[config.mk]
export PLATFORM = sky130hd
export DESIGN_NAME = vtn_dot
export DESIGN_NICKNAME = d
export VERILOG_FILES = /design/src/rtl/vtn_pkg.sv /design/src/rtl/vtn_dot.sv
export SDC_FILE = /design/constraint.sdc
export NUM_CORES = 2
export LEC_CHECK = 0
export BUFFER_PORTS_ARGS = -buffer_cell sky130_fd_sc_hd__buf_2
export CORE_MARGIN = 3
export CORE_UTILIZATION = 35
export CTS_BUF_LIST = sky130_fd_sc_hd__clkbuf_8
export CTS_CLUSTER_SIZE = 10
export DETAILED_ROUTE_END_ITERATION = 7
export HOLD_SLACK_MARGIN = 0.1
export MAX_ROUTING_LAYER = met4
export PLACE_DENSITY = 0.62
export SETUP_SLACK_MARGIN = 0.1
export SLEW_MARGIN = 20
export SYNTH_ARGS = -nofsm -noshare
export SYNTH_HDL_FRONTEND = slang
export SYNTH_SLANG_ARGS = --single-unit
[constraint.sdc]
create_clock -name clk -period 13.5 [get_ports clk]
set_input_delay 2.7 -clock clk [delete_from_list [all_inputs] [get_ports clk]]
set_output_delay 2.7 -clock clk [all_outputs]
set_load 0.01 [all_outputs]
[src/rtl/vtn_pkg.sv]
// Shared constants, widths, stage map and register codes for the vertex transform block
package vtn_pkg;

  // Fixed-point formats
  localparam int COEF_FRAC_BITS = 12;
  localparam int DIR_FRAC_BITS  = 14;

  // Field widths
  localparam int POS_W    = 24;
  localparam int DIR_W    = 16;
  localparam int TEX_W    = 16;
  localparam int FLAG_W   = 2;
  localparam int COEF_W   = 16;
  localparam int CFG_W    = 48;
  localparam int CFG_IDX_W = 3;
  localparam int OFF_W    = 32;

  // Dot product datapath
  localparam int VEC_W    = 24;
  localparam int PROD_W   = COEF_W + VEC_W;
  localparam int DSUM_W   = PROD_W + 2;
  localparam int P_W      = DSUM_W - COEF_FRAC_BITS;
  localparam int PO_W     = ((P_W > OFF_W) ? P_W : OFF_W) + 1;

  // Direction datapath
  localparam int W_W      = 33 - COEF_FRAC_BITS;
  localparam int SQ_W     = 2 * W_W - 1;
  localparam int S_W      = 2 * W_W + 1;
  localparam int RAD_SHIFT = 14;
  localparam int ROOT_W   = (S_W + RAD_SHIFT + 1) / 2;
  localparam int RAD_W    = 2 * ROOT_W;
  localparam int Q_W      = DIR_FRAC_BITS + 2;
  localparam int NUM_SHIFT = DIR_FRAC_BITS + 7;
  localparam int NUM_W    = W_W + NUM_SHIFT + 1;
  localparam int DV_W     = ((NUM_W > ROOT_W + Q_W) ? NUM_W : ROOT_W + Q_W) + 1;

  // Pipeline stage map
  localparam int ST_PROD  = 0;
  localparam int ST_DOT   = 1;
  localparam int ST_SQR   = 2;
  localparam int ST_SUM   = 3;
  localparam int ST_NUM   = ST_SUM + ROOT_W + 1;
  localparam int ST_OUT   = ST_NUM + Q_W + 1;
  localparam int NST      = ST_OUT + 1;

  typedef logic [NST-1:0] stage_en_t;

  // Saturation bounds
  localparam logic signed [PO_W-1:0] POS_MAX = PO_W'(64'sd8388607);
  localparam logic signed [PO_W-1:0] POS_MIN = PO_W'(-64'sd8388608);

  // Reset matrix is the identity
  localparam logic [CFG_W-1:0] ROW_X_RST = CFG_W'(64'd1) << COEF_FRAC_BITS;
  localparam logic [CFG_W-1:0] ROW_Y_RST = CFG_W'(64'd1) << (COEF_FRAC_BITS + COEF_W);
  localparam logic [CFG_W-1:0] ROW_Z_RST = CFG_W'(64'd1) << (COEF_FRAC_BITS + 2 * COEF_W);

  typedef enum logic [CFG_IDX_W-1:0] {
    REG_ROW_X = 3'd0,
    REG_ROW_Y = 3'd1,
    REG_ROW_Z = 3'd2,
    REG_OFF_X = 3'd3,
    REG_OFF_Y = 3'd4,
    REG_OFF_Z = 3'd5
  } cfg_reg_t;

endpackage

[src/rtl/vtn_dot.sv]
// Two-stage row dot product: registered products, then rounded sum
module vtn_dot import vtn_pkg::*; (
  input  logic                    clk,
  input  logic                    en_prod,
  input  logic                    en_sum,
  input  logic [CFG_W-1:0]        row,
  input  logic signed [VEC_W-1:0] vec_x,
  input  logic signed [VEC_W-1:0] vec_y,
  input  logic signed [VEC_W-1:0] vec_z,
  output logic signed [P_W-1:0]   dot_o
);

  localparam logic signed [DSUM_W-1:0] RND_HALF = DSUM_W'(64'sd1 <<< (COEF_FRAC_BITS - 1));

  logic signed [COEF_W-1:0] c0, c1, c2;
  logic signed [PROD_W-1:0] prod_r [3];
  logic signed [DSUM_W-1:0] sum_nxt;
  logic signed [DSUM_W-1:0] shr_nxt;
  logic signed [P_W-1:0]    dot_r;

  assign c0 = $signed(row[COEF_W-1:0]);
  assign c1 = $signed(row[2*COEF_W-1:COEF_W]);
  assign c2 = $signed(row[3*COEF_W-1:2*COEF_W]);

  // Multiply each coefficient by its element
  always_ff @(posedge clk) begin
    if (en_prod) begin
      prod_r[0] <= c0 * vec_x;
      prod_r[1] <= c1 * vec_y;
      prod_r[2] <= c2 * vec_z;
    end
  end

  // Add, then round half up to the output scale
  assign sum_nxt = DSUM_W'(prod_r[0]) + DSUM_W'(prod_r[1]) + DSUM_W'(prod_r[2]) + RND_HALF;
  assign shr_nxt = sum_nxt >>> COEF_FRAC_BITS;

  always_ff @(posedge clk) begin
    if (en_sum) begin
      dot_r <= $signed(shr_nxt[P_W-1:0]);
    end
  end

  assign dot_o = dot_r;

endmodule

Yosys cells after proc, flatten, opt, wreduce, memory -nomap -nowiden
Memory sizes are Yosys's and may differ from the RTL's.
Cells that the tools add are included.
{ "op_classes": {"add_sub_neg": 3, "n_mul": 3, "mux": 2} }
{ "op_table": {"columns": ["cell", "n"], "rows": [
  ["$mul A16 B24 Y40", 3],
  ["$add A41 B40 Y42", 1],
  ["$add A42 B13 Y42 const B", 1],
  ["$add A40 B40 Y41", 1],
  ["$mux W1", 2]
]} }
{ "word_totals": {"regBits": 30, "ramBits": 120, "in_bits": 123, "out_inout_bits": 30, "elab_cells": 10, "mem_count": 1} }
{ "memory_table": {"columns": ["memory", "words", "word_bits", "read_ports", "rd_clocked_by_memory_dff", "wr", "line_no", "text"], "rows": [
  ["prod_r", 3, 40, 3, 0, 3, "vtn_dot.sv:16", "logic signed [PROD_W-1:0] prod_r [3];"]
]} }

Longest topological paths before layout
{ "depth": {"word_depth": 3, "mapped_depth": 24} }

Worst setup path after synthesis
No wires, ideal clock.
{ "synth_timing": {"path_type": "input to register", "from": "in vec_y[23]", "to": "mem prod_r[0][77] in the netlist's numbering (data pin)", "arrival_ns": 8.387, "setup_slack_ns": 4.853, "path_stages": 23, "path_buffers": 1, "path_cell_list": "clkbuf_1 > nand2_1 > inv_1 > fa_1 > inv_1 > fa_1 > inv_1 > fa_1 > fa_1 > fa_1 > inv_1 > fa_1 > inv_1 > ha_1 > a21o_1 > a21o_1 > a21o_1 > or3_1 > a21oi_1 > nor4_1 > o31a_1 > or2_1 > xor2_1"} }
{ "synth_lines": {"columns": ["element", "line_no", "text"], "rows": [
  ["from (decl)", "vtn_dot.sv:8", "input logic signed [VEC_W-1:0] vec_y,"],
  ["to (decl)", "vtn_dot.sv:16", null]
]} }

==> results.py <==
metrics = {
    "detailed_routing": {
        "wl_mm": 121,
        "drc": 0,
        "dr.pass1.iters": 5,
        "wl_per_cell_um": 17.2,
        "vias": 33681,
        "drtIter0Drc": 1800,
        "ant_nets": 0,
        "detail_route.vias_per_cell": 4.79,
    },
    "layout": {
        "final_cells": 7026,
        "layout_commonest_cell": "inv_1",
        "layout-drive-gt1-share_pct": 4.38,
        "fin_nets": 6800,
        "fin_util_pct": 37.4,
        "area_growth_pct": 5.81,
        "final_cell_mix": "inv_1, fa_1, nand2_1, and2_1, ha_1",
    },
    "placement": {
        "globalplace.congestion": 0.886,
        "placedCellCount": 6988,
        "dp_hpwl_mm": 99.5,
        "port-buffer-count": 152,
    },
    "setup_path": {
        "slowest_delay_ns": 0.55,
        "crit_fanout": 24,
        "slowest_stage": "fa_1",
        "path_common_cell": "fa_1",
        "cp_cell_sequence": "buf_2, nand2_1, inv_1, fa_1, fa_1, inv_1, fa_1, inv_1, fa_1, fa_1, inv_1, fa_1, inv_1, ha_1, a21o_1, a21o_1, a21oi_2, nand4_1, a311oi_2, o31ai_1, or4_1, o21ai_1, xnor2_1",
        "worstPathRequired_ns": 13.75,
        "start_kind": "input pin",
        "critPathKind": "input pin to register",
        "endpoint_kind": "register",
        "arrival_ns": 9.10,
    },
    "flow_run": {
        "max_cap_viol_count": 0,
    },
    "outcome": {
        "status": "completed",
    },
    "yosys": {
        "async_reset_ff_share_pct": 0,
        "syn_nets": 6803,
        "synthCells": 5147,
        "synth_edf_count": 150,
        "ys_seq_elements": 150,
        "synth_area_sq_um": 48800,
        "synth_ff_type": "edfxtp_1",
        "seq_area_frac_synth_pct": 9.23,
        "synth_cell_types": 80,
        "ys_warn_count": 0,
        "syn_avg_cell_area_sq_um": 9.49,
    },
    "grt": {
        "antenna_found_initial": 9,
        "grt_pass1_wl_mm": 199,
        "grt_pass1_vias": 37343,
        "grt_remaining_overflow": 0,
        "grt_max_degree": 73,
        "track_usage_pct": 18.1,
    },
    "sta": {
        "setup_viol": 0,
        "fmax_mhz": 113,
        "holdWs_ns": 1.08,
        "fin_tns_setup_ns": 0,
        "rsz0062_at_grt": "false",
        "worst_pin_slew_ns": 0.977,
        "period_share_pct": 65.6,
        "hold_viol": 0,
        "slew_violations": 0,
        "finalClockSkew_ns": 0.0183,
        "relSlewSlack_pct": 34.9,
        "post-route-min-period_ns": 8.85,
    },
    "clocking": {
        "clock_path_buffers": 2,
        "cts_inserted_buffers": 17,
        "hold_buffers": 0,
        "clk_latency_ns": 0.51,
        "h-tree-depth": 4,
        "cts_tree": "done",
        "root_buffer": "clkbuf_8",
        "postCtsSetupBuffers": 0,
        "cts_resized": 0,
        "clock-sinks": 150,
        "path_clk_slew_ns": 0.09,
    },
    "floorplan": {
        "fp.dieArea_sq_um": 144000,
        "row_count": 136,
        "die_w_um": 379,
        "floorplan.initialDensity_pct": 35.4,
        "die_y_um": 379,
        "ios": 153,
        "core_area_sq_um": 138000,
    },
    "hold_path": {
        "hold_path_class": "register to register",
    },
}
[path summary, 6_finish.rpt]
| check | start | slack (ns) | depth (start not counted) | to |
|---|---|---|---|---|
| setup / recovery | row[33] | 4.65 | 23 | prod_r[0][119] |
| hold reg to reg | prod_r[0][16] | 1.08 | 5 | dot_o[5] |
| hold / removal | prod_r[0][16] | 1.08 | 5 | dot_o[5] |
| setup reg to reg | prod_r[0][3] | 9.22 | 12 | dot_o[29] |
[through the flow]
| stage | instance area (sq um) | setup slack, ns |
|---|---|---|
| floorplan | 48800 | 4.85 |
| global placement | 51300 | 4.21 |
| detailed placement | 51300 | 4.22 |
| CTS | 51600 | 4.72 |
| global route | 51700 | 4.32 |
| finish | 51700 | 4.65 |
[Yosys cell counts (4+ instances only)]
cell type  count  area share [%]
inv_1       1343              10
o211ai_1       8            0.12
o31ai_1        6           0.092
o31a_1         7            0.13
or3_1          4           0.051
xor2_1        31            0.56
a21oi_2        5           0.090
nor2b_1       10            0.13
fa_1        1161              48
nand4_1       13            0.17
o21a_1        15            0.23
nand2_1      690             5.3
or2_2          4           0.051
a2111oi_0      6            0.11
a31o_2         4           0.072
ha_1         372             9.5
a211oi_2       4            0.10
nand3_1       20            0.21
nor4_1         4           0.051
o21bai_1      23            0.35
nand3b_1       6           0.092
a211oi_1      13            0.20
a21oi_1      118             1.2
o21ai_1       11            0.11
nor2_1       138             1.1
a21o_1        61            0.94
buf_2          4           0.041
nor3_1        29            0.30
edfxtp_1     150             9.2
clkbuf_1     171             1.3
nand2b_1      23            0.29
and2_1       458             5.9
xnor2_1      114             2.0
and3_1        13            0.17
o21ai_0       39            0.40
[flip-flops by register name, indices dropped and copies added (netlist names)]
signal and cells:
dot_o 30, prod_r 120
[critical path, delay by kind of cell]
kind | cells | cell delay (ns)
xor gates and xnor gates | 1 | 0.08
and+or+nand+nor | 3 | 0.73
AOI/OAI and AO/OA | 6 | 1.34
buffers and inverters | 6 | 0.84
adders and majority gates | 7 | 3.39
[kinds of logic (layout without fill, tap and decap cells)]
family / after synthesis / in the layout / share of synthesized area, %
multiplexers: 4 / 4 / 0.0846
AND/OR/NAND/NOR: 1426 / 1426 / 14.0
other: 0 / 6 / 0
AO/OA/AOI/OAI: 371 / 371 / 5.24
XOR/XNOR: 145 / 145 / 2.60
buffers and inverters: 1518 / 1528 / 11.7
adder cells (fa/ha/maj): 1533 / 1533 / 57.1
flip-flops: 150 / 150 / 9.23
[layer usage]
metal / global-route usage [%] / vias up / wire (um)
li1: - / 15140 / -
met1: 22.9 / 17448 / 49900
met2: 30.6 / 889 / 60300
met3: 2.23 / 204 / 6520
met4: 5.44 / 0 / 3780
met5: - / - / 0
[layout make-up]
class	count	area (sq um)
fill	13874	86300
multi-input combinational	3479	38600
inverter	1343	5040
sequential	150	4500
tap	1863	2330
timing repair buffer	153	771
clock buffer	17	234
clock inverter	15	149
antenna	6	15.0
Power is not shown: default switching activity piles up to over one toggle a cycle in this logic, so the estimate is an artifact.
